[config.mk]
export PLATFORM = sky130hd
export DESIGN_NAME = text_extent_measure
export DESIGN_NICKNAME = d
export VERILOG_FILES = /design/src/rtl/tem_pkg.sv /design/src/rtl/tem_front.sv /design/src/rtl/tem_op_queue.sv /design/src/rtl/tem_back.sv /design/src/rtl/text_extent_measure.sv
export SDC_FILE = /design/constraint.sdc
export NUM_CORES = 2
export LEC_CHECK = 0
export ABC_AREA = 1
export BUFFER_PORTS_ARGS = -buffer_cell sky130_fd_sc_hd__buf_2
export CAP_MARGIN = 20
export CORE_ASPECT_RATIO = 0.6
export CORE_UTILIZATION = 55
export CTS_BUF_LIST = sky130_fd_sc_hd__clkbuf_8
export CTS_CLUSTER_DIAMETER = 100
export DETAILED_ROUTE_END_ITERATION = 16
export PLACE_DENSITY = 0.82
export SETUP_SLACK_MARGIN = 0.3
export SYNTH_ARGS = -nofsm -noshare
export SYNTH_HDL_FRONTEND = slang
export SYNTH_SLANG_ARGS = --single-unit
[constraint.sdc]
create_clock -name clk_i -period 4.9 [get_ports clk_i]
set_input_delay 0.49 -clock clk_i [delete_from_list [all_inputs] [get_ports clk_i]]
set_output_delay 0.49 -clock clk_i [all_outputs]
set_load 0.02 [all_outputs]
[src/rtl/tem_pkg.sv]
package tem_pkg;

  localparam int unsigned TABLE_DEPTH = 256;
  localparam int unsigned TABLE_AW    = (TABLE_DEPTH > 1) ? $clog2(TABLE_DEPTH) : 1;

  localparam int unsigned OPQ_DEPTH = 4;
  localparam int unsigned OPQ_AW    = $clog2(OPQ_DEPTH);
  localparam int unsigned OPQ_CW    = $clog2(OPQ_DEPTH + 1);

  localparam int unsigned CFG_IDX_W  = 3;
  localparam int unsigned CFG_DATA_W = 9;

  localparam logic [7:0] CHAR_NUL     = 8'd0;
  localparam logic [7:0] CHAR_NEWLINE = 8'd10;

  typedef enum logic [CFG_IDX_W-1:0] {
    CFG_MARGIN          = 3'd0,
    CFG_CHAR_EXTRA      = 3'd1,
    CFG_END_ADJUST      = 3'd2,
    CFG_LINE_ADVANCE    = 3'd3,
    CFG_UNDERLINE_EXTRA = 3'd4,
    CFG_FIRST_GLYPH     = 3'd5,
    CFG_GLYPH_COUNT     = 3'd6,
    CFG_DEFAULT_GLYPH   = 3'd7
  } cfg_idx_e;

  typedef enum logic [1:0] {
    OP_GLYPH   = 2'd0,
    OP_NEWLINE = 2'd1,
    OP_NUL     = 2'd2
  } op_kind_e;

  typedef struct packed {
    logic [3:0] margin;
    logic [7:0] char_extra;
    logic [8:0] end_adjust;
    logic [7:0] line_advance;
    logic [7:0] underline_extra;
    logic [7:0] first_glyph;
    logic [8:0] glyph_count;
    logic [7:0] default_glyph;
  } cfg_t;

  typedef struct packed {
    logic       command;
    logic [7:0] table_index;
    logic [7:0] advance_width;
    logic [7:0] char_code;
  } in_item_t;

  typedef struct packed {
    logic signed [15:0] text_width;
    logic signed [15:0] text_height;
  } out_item_t;

  typedef struct packed {
    op_kind_e   kind;
    logic [7:0] advance;
  } op_t;

endpackage

[src/rtl/tem_front.sv]
module tem_front import tem_pkg::*; (
  input  logic     clk_i,
  input  logic     rst_ni,
  input  cfg_t     cfg_i,
  input  logic     accept_i,
  input  in_item_t item_i,
  output logic     s1_valid_o,
  output op_t      op_o,
  input  logic     op_taken_i
);

  logic [7:0]          mem_q [TABLE_DEPTH];
  logic [7:0]          rdata_q;
  logic                s1_valid_q, s1_valid_d;
  op_kind_e            kind_q;
  logic                oob_q;

  logic [8:0]          diff;
  logic                in_range;
  logic [7:0]          slot;
  logic                slot_oob;
  logic                load_ok;
  logic                char_acc;
  op_kind_e            kind_d;

  always_comb begin
    diff     = {1'b0, item_i.char_code} - {1'b0, cfg_i.first_glyph};
    in_range = !diff[8] && ({1'b0, diff[7:0]} < cfg_i.glyph_count);
    slot     = in_range ? diff[7:0] : (cfg_i.default_glyph - cfg_i.first_glyph);
    slot_oob = ({1'b0, slot} >= 9'(TABLE_DEPTH));
    load_ok  = ({1'b0, item_i.table_index} < 9'(TABLE_DEPTH));
    char_acc = accept_i && item_i.command;
    if (item_i.char_code == CHAR_NUL) begin
      kind_d = OP_NUL;
    end else if (item_i.char_code == CHAR_NEWLINE) begin
      kind_d = OP_NEWLINE;
    end else begin
      kind_d = OP_GLYPH;
    end
  end

  always_ff @(posedge clk_i) begin
    if (accept_i && !item_i.command && load_ok) begin
      mem_q[item_i.table_index[TABLE_AW-1:0]] <= item_i.advance_width;
    end
    if (char_acc) begin
      rdata_q <= mem_q[slot[TABLE_AW-1:0]];
      kind_q  <= kind_d;
      oob_q   <= slot_oob;
    end
  end

  always_comb begin
    s1_valid_d = s1_valid_q;
    if (op_taken_i) begin
      s1_valid_d = 1'b0;
    end
    if (char_acc) begin
      s1_valid_d = 1'b1;
    end
  end

  always_ff @(posedge clk_i or negedge rst_ni) begin
    if (!rst_ni) begin
      s1_valid_q <= 1'b0;
    end else begin
      s1_valid_q <= s1_valid_d;
    end
  end

  assign s1_valid_o  = s1_valid_q;
  assign op_o.kind    = kind_q;
  assign op_o.advance = oob_q ? 8'd0 : rdata_q;

endmodule

[src/rtl/tem_op_queue.sv]
module tem_op_queue import tem_pkg::*; (
  input  logic clk_i,
  input  logic rst_ni,
  input  logic wr_i,
  input  op_t  op_i,
  output logic full_o,
  input  logic rd_i,
  output op_t  op_o,
  output logic empty_o
);

  op_t               buf_q [OPQ_DEPTH];
  logic [OPQ_AW-1:0] wptr_q, wptr_d;
  logic [OPQ_AW-1:0] rptr_q, rptr_d;
  logic [OPQ_CW-1:0] cnt_q, cnt_d;

  always_comb begin
    wptr_d = wptr_q;
    rptr_d = rptr_q;
    cnt_d  = cnt_q;
    if (wr_i) begin
      wptr_d = (wptr_q == OPQ_AW'(OPQ_DEPTH - 1)) ? '0 : wptr_q + 1'b1;
    end
    if (rd_i) begin
      rptr_d = (rptr_q == OPQ_AW'(OPQ_DEPTH - 1)) ? '0 : rptr_q + 1'b1;
    end
    if (wr_i && !rd_i) begin
      cnt_d = cnt_q + 1'b1;
    end else if (!wr_i && rd_i) begin
      cnt_d = cnt_q - 1'b1;
    end
  end

  always_ff @(posedge clk_i) begin
    if (wr_i) begin
      buf_q[wptr_q] <= op_i;
    end
  end

  always_ff @(posedge clk_i or negedge rst_ni) begin
    if (!rst_ni) begin
      wptr_q <= '0;
      rptr_q <= '0;
      cnt_q  <= '0;
    end else begin
      wptr_q <= wptr_d;
      rptr_q <= rptr_d;
      cnt_q  <= cnt_d;
    end
  end

  assign full_o  = (cnt_q == OPQ_CW'(OPQ_DEPTH));
  assign empty_o = (cnt_q == '0);
  assign op_o    = buf_q[rptr_q];

endmodule

[src/rtl/tem_back.sv]
module tem_back import tem_pkg::*; (
  input  logic      clk_i,
  input  logic      rst_ni,
  input  cfg_t      cfg_i,
  input  logic      op_valid_i,
  input  op_t       op_i,
  output logic      op_take_o,
  output logic      empty_o,
  input  logic      pop_i,
  output out_item_t item_o
);

  logic [15:0] lw_q, lw_d;
  logic [15:0] wl_q, wl_d;
  logic [15:0] ht_q, ht_d;
  logic        start_q, start_d;

  out_item_t   obuf_q [2];
  logic        owp_q, orp_q;
  logic [1:0]  ocnt_q, ocnt_d;
  logic        out_full;
  logic        out_wr;
  logic        out_rd;

  logic [15:0] start_val;
  logic [15:0] lw_b, wl_b, ht_b;
  logic [15:0] widest;
  out_item_t   res;

  assign out_full  = (ocnt_q == 2'd2);
  assign op_take_o = op_valid_i && ((op_i.kind != OP_NUL) || !out_full);
  assign out_wr    = op_take_o && (op_i.kind == OP_NUL);
  assign out_rd    = pop_i && (ocnt_q != 2'd0);

  always_comb begin
    start_val = {11'd0, cfg_i.margin, 1'b0};
    if (start_q) begin
      lw_b = start_val;
      ht_b = start_val + {8'd0, cfg_i.underline_extra};
      wl_b = '0;
    end else begin
      lw_b = lw_q;
      ht_b = ht_q;
      wl_b = wl_q;
    end
    widest = ($signed(lw_q) < $signed(wl_q)) ? wl_q : lw_q;
    res.text_width  = start_q ? '0 : widest + {{7{cfg_i.end_adjust[8]}}, cfg_i.end_adjust};
    res.text_height = start_q ? '0 : ht_q;

    lw_d    = lw_q;
    wl_d    = wl_q;
    ht_d    = ht_q;
    start_d = start_q;
    if (op_take_o) begin
      case (op_i.kind)
        OP_NUL: begin
          start_d = 1'b1;
        end
        OP_NEWLINE: begin
          start_d = 1'b0;
          ht_d    = ht_b + {8'd0, cfg_i.line_advance};
          wl_d    = ($signed(lw_b) > $signed(wl_b)) ? lw_b : wl_b;
          lw_d    = start_val;
        end
        OP_GLYPH: begin
          start_d = 1'b0;
          ht_d    = ht_b;
          wl_d    = wl_b;
          lw_d    = lw_b + {8'd0, op_i.advance} + {8'd0, cfg_i.char_extra};
        end
        default: begin
          start_d = start_q;
        end
      endcase
    end

    ocnt_d = ocnt_q;
    if (out_wr && !out_rd) begin
      ocnt_d = ocnt_q + 1'b1;
    end else if (!out_wr && out_rd) begin
      ocnt_d = ocnt_q - 1'b1;
    end
  end

  always_ff @(posedge clk_i) begin
    if (out_wr) begin
      obuf_q[owp_q] <= res;
    end
  end

  always_ff @(posedge clk_i or negedge rst_ni) begin
    if (!rst_ni) begin
      lw_q    <= '0;
      wl_q    <= '0;
      ht_q    <= '0;
      start_q <= 1'b1;
      owp_q   <= 1'b0;
      orp_q   <= 1'b0;
      ocnt_q  <= '0;
    end else begin
      lw_q    <= lw_d;
      wl_q    <= wl_d;
      ht_q    <= ht_d;
      start_q <= start_d;
      ocnt_q  <= ocnt_d;
      if (out_wr) begin
        owp_q <= ~owp_q;
      end
      if (out_rd) begin
        orp_q <= ~orp_q;
      end
    end
  end

  assign empty_o = (ocnt_q == 2'd0);
  assign item_o  = obuf_q[orp_q];

endmodule

[src/rtl/text_extent_measure.sv]
// channel  | handshake          | payload
// ---------+--------------------+-------------------------------
// input    | push / full        | in_item_i  (in_item_t)
// result   | pop / empty        | out_item_o (out_item_t)
// config   | cfg_we_i           | cfg_idx_i, cfg_wdata_i
//
// One transaction per cycle is accepted while full is low; a result passes the table read
// register, the op queue and the result queue after its NUL character is accepted.
// The front registers the table read; the back accumulates one op per cycle unless stalled.
// Reset clears control and measurement state; the advance table holds garbage until loaded.
// full rises only when the op queue is full and the front holds a character;
// the back stalls on a NUL while both result entries wait.
module text_extent_measure import tem_pkg::*; (
  input  logic                  clk_i,
  input  logic                  rst_ni,
  input  logic                  cfg_we_i,
  input  logic [CFG_IDX_W-1:0]  cfg_idx_i,
  input  logic [CFG_DATA_W-1:0] cfg_wdata_i,
  input  logic                  push,
  output logic                  full,
  input  in_item_t              in_item_i,
  output logic                  empty,
  input  logic                  pop,
  output out_item_t             out_item_o
);

  cfg_t cfg_q;
  logic accept;
  logic s1_valid;
  op_t  s1_op;
  logic opq_full;
  logic opq_empty;
  logic opq_wr;
  logic opq_rd;
  op_t  opq_op;

  always_ff @(posedge clk_i or negedge rst_ni) begin
    if (!rst_ni) begin
      cfg_q.margin          <= 4'd2;
      cfg_q.char_extra      <= 8'd0;
      cfg_q.end_adjust      <= 9'd0;
      cfg_q.line_advance    <= 8'd16;
      cfg_q.underline_extra <= 8'd0;
      cfg_q.first_glyph     <= 8'd32;
      cfg_q.glyph_count     <= 9'd96;
      cfg_q.default_glyph   <= 8'd32;
    end else if (cfg_we_i) begin
      case (cfg_idx_e'(cfg_idx_i))
        CFG_MARGIN:          cfg_q.margin          <= cfg_wdata_i[3:0];
        CFG_CHAR_EXTRA:      cfg_q.char_extra      <= cfg_wdata_i[7:0];
        CFG_END_ADJUST:      cfg_q.end_adjust      <= cfg_wdata_i[8:0];
        CFG_LINE_ADVANCE:    cfg_q.line_advance    <= cfg_wdata_i[7:0];
        CFG_UNDERLINE_EXTRA: cfg_q.underline_extra <= cfg_wdata_i[7:0];
        CFG_FIRST_GLYPH:     cfg_q.first_glyph     <= cfg_wdata_i[7:0];
        CFG_GLYPH_COUNT:     cfg_q.glyph_count     <= cfg_wdata_i[8:0];
        CFG_DEFAULT_GLYPH:   cfg_q.default_glyph   <= cfg_wdata_i[7:0];
        default:             cfg_q.margin          <= cfg_q.margin;
      endcase
    end
  end

  assign full   = s1_valid && opq_full;
  assign accept = push && !full;
  assign opq_wr = s1_valid && !opq_full;

  tem_front u_front (
    .clk_i      (clk_i),
    .rst_ni     (rst_ni),
    .cfg_i      (cfg_q),
    .accept_i   (accept),
    .item_i     (in_item_i),
    .s1_valid_o (s1_valid),
    .op_o       (s1_op),
    .op_taken_i (opq_wr)
  );

  tem_op_queue u_op_queue (
    .clk_i   (clk_i),
    .rst_ni  (rst_ni),
    .wr_i    (opq_wr),
    .op_i    (s1_op),
    .full_o  (opq_full),
    .rd_i    (opq_rd),
    .op_o    (opq_op),
    .empty_o (opq_empty)
  );

  tem_back u_back (
    .clk_i      (clk_i),
    .rst_ni     (rst_ni),
    .cfg_i      (cfg_q),
    .op_valid_i (!opq_empty),
    .op_i       (opq_op),
    .op_take_o  (opq_rd),
    .empty_o    (empty),
    .pop_i      (pop),
    .item_o     (out_item_o)
  );

endmodule
Word level (Yosys, flattened, before mapping)
Memories as Yosys holds them, arrays and structs flattened. A register that Yosys moved wholly into a read port is not among the register bits.
Cells that the tools add are included.
- bits in latches: 0
- RAM bits: 2152
- memories: 3
- register bits after elaboration: 125
- logic and storage cells: 129
- bits in read-only memories: 0
- equality and inequality tests: 15
- mux-type cells: 27
- $lt $le $gt $ge: 3
- multipliers: 0
- bitwise logic cells: 2
- shifts and indexed selects: 0
- div/mod/pow operators: 0
- add/sub/neg operators: 13
- reductions and logical operators: 46
- memories (memory ; words ; width ; rd ports ; clocked after Yosys merged registers in ; wr ports ; line ; RTL):
    u_front.mem_q ; 256 ; 8 ; 1 ; 1 ; 1 ; tem_front.sv:12 ; logic [7:0] mem_q [TABLE_DEPTH];
    u_back.obuf_q ; 2 ; 32 ; 1 ; 0 ; 1 ; tem_back.sv:18 ; out_item_t obuf_q [2];
    u_op_queue.buf_q ; 4 ; 10 ; 1 ; 0 ; 1 ; tem_op_queue.sv:12 ; op_t buf_q [OPQ_DEPTH];
- operators by type and width (kind ; count):
    16-bit two-way mux ; 7
    16-bit case mux with 2 select lines ; 3
    16-bit by 8-bit adder with 16-bit output ; 3
    2-bit AND reduction ; 10
    16-bit adder ; 1
    16-bit greater-than comparator ; 1
    16-bit < comparator ; 1
    3-bit == test (second input constant) ; 5
    1-bit logical AND ; 13
    2-bit nonzero test ; 6
    1-bit zero test ; 10
    5-bit by 8-bit adder with 9-bit output ; 1
    8-bit by 9-bit < comparator with 1-bit output ; 1
    1-bit two-way mux ; 9
    8-bit by 8-bit subtractor with 9-bit output ; 1
    2-bit == test (second input constant) ; 4
    8-bit by 4-bit == test with 1-bit output (second input constant) ; 1
    8-bit zero test ; 1
    2-bit two-way mux ; 4
    8-bit two-way mux ; 1
    8-bit subtractor ; 1
    2-bit by 1-bit adder with 2-bit output (second input constant) ; 3
    3-bit by 2-bit == test with 1-bit output (second input constant) ; 2
    3-bit zero test ; 2
    12 further kinds ; 15

Longest topological paths before layout
- word-level depth: 9
- gate-level depth with buffers: 31
- gate-level depth less buffers: 28

Cells and area by module
From an unflattened synthesis, not the netlist that was laid out.
- cells, all modules: 10285
- area, all modules: 103297.8 um^2
- by module, submodules not included (module ; times used ; area each (um^2) ; cells an instance):
    tem_front ; 1 ; 90551.8 ; 8808
    tem_back ; 1 ; 8122.8 ; 1017
    text_extent_measure ; 1 ; 2486.1 ; 291
    tem_op_queue ; 1 ; 2137.0 ; 169

Worst setup path before layout
Ideal clock, no wire load.
- kind: input port to flip-flop
- start: input port in_item_i[2] in the netlist's numbering
- end: register u_front.rdata_q[6], read port of u_front.mem_q, data pin
- data required time: 4.646 ns
- slack: 0.809 ns
- stages: 29
- arrival time: 3.837 ns
- setup time: 0.254 ns
- buffers on the path: 3
- cells stage by stage: ha_1 > nand2_1 > o21ai_0 > a21oi_1 > o21bai_1 > a21oi_1 > nor2_1 > nor2_1 > xnor2_1 > ha_1 > a21oi_1 > nand2_1 > nand2_2 > nand3_4 > nor2_4 > nand2_1 > nand2_2 > buf_6 > buf_6 > buf_6 > nand2_1 > o211ai_1 > nand3_1 > nand3_1 > nand3_1 > nand3_1 > nand3_1 > nand3_1 > nand2_1
- cells in the longest elaborated chain, start to end: 4
- elaborated cells on any way between the ends: 5
- those cells by class: add/sub (1); order compare (1); mux (1); reduce/logical (2)
- RTL lines (item ; line ; RTL):
    from (decl) ; text_extent_measure.sv:21 ; input in_item_t in_item_i,
    8-bit by 8-bit subtractor with 9-bit output (*) ; tem_front.sv:27 ; diff = {1'b0, item_i.char_code} - {1'b0, cfg_i.first_glyph};
    8-bit by 9-bit < comparator with 1-bit output / 1-bit zero test (equally long branches) ; tem_front.sv:28 ; in_range = !diff[8] && ({1'b0, diff[7:0]} < cfg_i.glyph_count);
    1-bit logical AND ; tem_front.sv:28 ;
    8-bit two-way mux (*) ; tem_front.sv:29 ; slot = in_range ? diff[7:0] : (cfg_i.default_glyph - cfg_i.first_glyph);
    to (decl) ; tem_front.sv:13 ; logic [7:0] rdata_q;
Every way passes the cells marked *; elsewhere a longest branch is shown, timed or not.
A chain may end at the register's enable or synchronous reset.

Final worst setup path
- start: register cfg_q[19] in the netlist's numbering
- end: register u_front.rdata_q[3], read port of u_front.mem_q, data pin
- cells in the longest elaborated chain, start to end: 4
- elaborated cells on any way between the ends: 6
- those cells by class: add/sub (2); order compare (1); mux (1); reduce/logical (2)
- RTL lines (item ; line ; RTL):
    from (decl) ; text_extent_measure.sv:27 ; cfg_t cfg_q;
    8-bit by 8-bit subtractor with 9-bit output ; tem_front.sv:27 ;
    8-bit by 9-bit < comparator with 1-bit output / 1-bit zero test (equally long branches) ; tem_front.sv:28 ;
    1-bit logical AND ; tem_front.sv:28 ;
    8-bit two-way mux (*) ; tem_front.sv:29 ;
Marked as above.

==> out/summary.txt <==
GRT Total Usage: 30.9%
RSZ-0062 raised after global routing: yes
Starting density of the core: 55.4%
Routed Antenna Nets: 0
Hold_sp: in_item_i[13]
Share of cells above drive strength 1: 11.9%
Final Slew Violations: 0
CTS tree: built
Setup slack after placement: -0.653 ns
DRT Wirelength: 304 mm
Critical path type: reg -> reg
Tot Pwr: 80.0 mW
Max-Cap Viols: 0
Hold Crit Class: in -> reg
Hold Path Stages: 1
Final Hold Viols: 0
DIE AREA: 188000 µm²
I/O pin total: 76
CTS H-tree depth: 5
Ranking of synthesized cells by area: edfxtp_1 63%, nand2_1 11%, nand3_1 8.4%
Detailed Route Iter0 Violations: 13400
Vias in the first global route: 73000
Cts bufs inserted: 321
Initial antenna violation count: 12
DP HPWL: 181 mm
Post-synth top flop: edfxtp_1
Outcome: finished clean
Worst Hold Slack: 0.0278 ns
Synth unique cells: 53
P_leak: 49.4 nW
Port Buf Inserts: 75
FFs w/ async S/R, synth: 5.38%
Reg2Reg Setup Slack: 0.12 ns
Die height: 336 µm
Largest net degree at the start of global routing: 107
Wl on met1: 114 mm
Sequential element share of the synthesized area: 66.4%
Critical path's slowest cell: dfrtp_1
Synth-to-layout area growth: 15.0%
Core Rows: 122
GPL Wtd Cong: 0.975
Final Setup Violations: 0
Crit-path max FO: 10
Setup TNS: 0 ns
Most Frequent Cell on Critical Path: nand3_4
Fin Clk Skew: 0.0467 ns
Grt ovf: 0
Post-Layout Cell Count: 13200
Warnings, synthesis: 0
Mapped cell area: 102000 µm²
Tmin final: 4.78 ns
Crit path capture type: flop
Least-Margin Pin Slew: 1.20 ns
Vias: 77500
Hold Path End: u_front.mem_q[34][5]
Met3 Routed Length: 50.3 mm
R2r worst-path depth: 31
Clock transition at the registers of the reported paths: 0.07 ns
CTS root buffer: clkbuf_8
Placed inst area: 108000 µm²
Yosys reg bits: 2285
Core Area: 185000 µm²
Met2 wire len: 129 mm
Synth Area per Inst: 10.2 µm²
Post-synth EDFFs: 2162
Max Fclk: 0.209 GHz
DR top layer: met5
Fill cell count: 13300
FF-to-FF End: u_front.rdata_q[3]
Final worst setup slack: 0.116 ns
Vias per cell: 5.88
Clock Latency Late Sink: 0.95 ns
Global-route wire length before repair: 439 mm
Synth Instances: 10100
CP arrival: 5.49 ns
Wire length per cell: 23.1 µm
Startpoint Class: flop
Normalized max-slew margin: 19.9%
CTS sink cnt: 2285
Nets: 10600
Residual DRC count: 0
Dpl cells: 12500
CTS max path bufs: 4
Syn Nets: 10200
Cell taking the most area after synthesis: edfxtp_1
Slowest cell delay on critical path: 0.40 ns
Fin util: 63.7%
Top cell type's share of synthesized area: 63.4%
Die Wd: 559 µm
DR pass1 iterations: 7
Max VDD drop: 0.000547 V
Req. time, crit path: 5.61 ns
Power Density: 680 nW/µm²
R2r startpoint: cfg_q[19]
Post-route clock period utilization: 97.6%
Post-Layout Inst Area: 118000 µm²
## critical path: cells and delay by family (launching register included)
kind | cells | cell delay [ns]
compound gates | 6 | 0.78
fa+ha+maj | 2 | 0.54
flops | 1 | 0.40
simple gates | 17 | 1.89
xor+xnor | 1 | 0.17
buf+inv | 5 | 0.78
## Yosys cell counts, types with 2 or more instances
cell type and number:
o221ai_1 2, o21a_1 3, o21ai_0 178, nor3_1 9
inv_2 4, inv_1 1587, nor4_1 3, fa_1 15
o21bai_1 7, buf_1 32, nand4_1 13, nor2_4 2
xnor2_1 16, dfrtp_1 116, buf_2 298, o21ai_4 3
clkbuf_1 111, a21o_1 4, a31oi_1 3, o22ai_1 24
buf_4 46, nand2_2 4, nand3_4 2, a221oi_1 4
a21boi_0 2, edfxtp_1 2162, a21oi_1 82, nand3_1 1728
buf_6 33, o21ai_1 3, xor2_1 20, o211ai_2 6
nand2_1 2968, ha_1 95, o211ai_1 51, nor2_1 402
a32oi_1 2, nand3b_1 2, dfstp_2 7
## layout by cell type (no fill, tap or decap), drive strengths merged, types with 5 or more instances in the layout
cell type and count:
nand2 2973, edfxtp 2162, nand3 1730, inv 1710
buf 542, nor2 405, clkbuf 358, o21ai 185
dfrtp 116, clkinv 99, ha 95, a21oi 83
o211ai 57, o22ai 24, xor2 20, xnor2 16
fa 15, nand4 14, dlygate4sd3 13, clkinvlp 10
nor3 10, dfstp 7, o21bai 7, bufinv 6
diode 5, bufbuf 5
## flip-flops by register name, summed over array words and instances (netlist names), 2 cells and up
register and cells:
u_front.mem_q 2048, u_back.obuf_q 64, cfg_q 62, u_op_queue.buf_q 40, u_back.ht_q 16, u_back.lw_q 16
u_back.wl_q 16, u_front.rdata_q 8, u_op_queue.cnt_q 3, u_back.ocnt_q 2, u_front.kind_q 2, u_op_queue.rptr_q 2
u_op_queue.wptr_q 2
## routing by layer
metal | vias to the layer above | global-route usage, %
li1 | 33800 | -
met1 | 36600 | 44.7
met2 | 6285 | 44.3
met3 | 800 | 8.90
met4 | 8 | 11.3
met5 | - | 0
## final cells by class
| class | count | area (µm²) | area share (%) |
|---|---|---|---|
| tap | 2480 | 3100 | 2.64 |
| inverter | 1592 | 5990 | 5.09 |
| clock buffer | 331 | 4560 | 3.87 |
| multi-input combinational | 5667 | 27500 | 23.3 |
| clock inverter | 233 | 1200 | 1.02 |
| timing repair buffer | 587 | 7390 | 6.28 |
| sequential | 2285 | 68000 | 57.8 |
| antenna | 5 | 12.5 | 0.0106 |
## worst max-delay path by stage
| stage | from | to | slack, ns | depth (start not counted) |
|---|---|---|---|---|
| 6_report | cfg_q[19] | u_front.rdata_q[3] | 0.12 | 31 |
| 2_1_floorplan | in_item_i[2] | u_front.rdata_q[6] | 0.81 | 29 |
| 3_5_place_dp | in_item_i[0] | u_front.rdata_q[7] | -0.65 | 28 |
| 4_1_cts | cfg_q[19] | u_front.rdata_q[1] | 0.18 | 31 |
| 5_1_grt | cfg_q[19] | u_front.rdata_q[6] | -0.08 | 32 |
| 3_3_place_gp | in_item_i[2] | u_front.rdata_q[7] | -0.60 | 29 |
## kinds of logic (layout without fill, tap and decap cells)
| group | Yosys count | in the layout | synth area share (%) |
|---|---|---|---|
| DFF | 2285 | 2285 | 66.4 |
| AOI/OAI and AO/OA | 382 | 382 | 2.20 |
| buffers and inverters | 2112 | 2743 | 8.52 |
| and+or+nand+nor | 5138 | 5139 | 21.1 |
| adders and majority gates | 110 | 110 | 1.45 |
| xor gates and xnor gates | 36 | 36 | 0.308 |
| other | 0 | 5 | 0 |
## power by group
group / internal, mW / leakage, nW / switching [mW] / total [mW]
logic: 15.4 / 25.0 / 27.9 / 43.4
registers: 22.2 / 21.0 / 0.389 / 22.6
clock network: 6.63 / 3.33 / 7.48 / 14.1
total: 44.3 / 49.4 / 35.8 / 80.0
## timing repair
action                     in CTS  in global routing
pin swaps                      38                 76
gates cloned                   15                 27
setup endpoints to repair       8                 17
hold endpoints to repair       82                  0
resized for setup             176                264
hold buffers                   13                  0
buffers inserted               23                 32
Note: power is estimated with default switching activity, not from simulation.
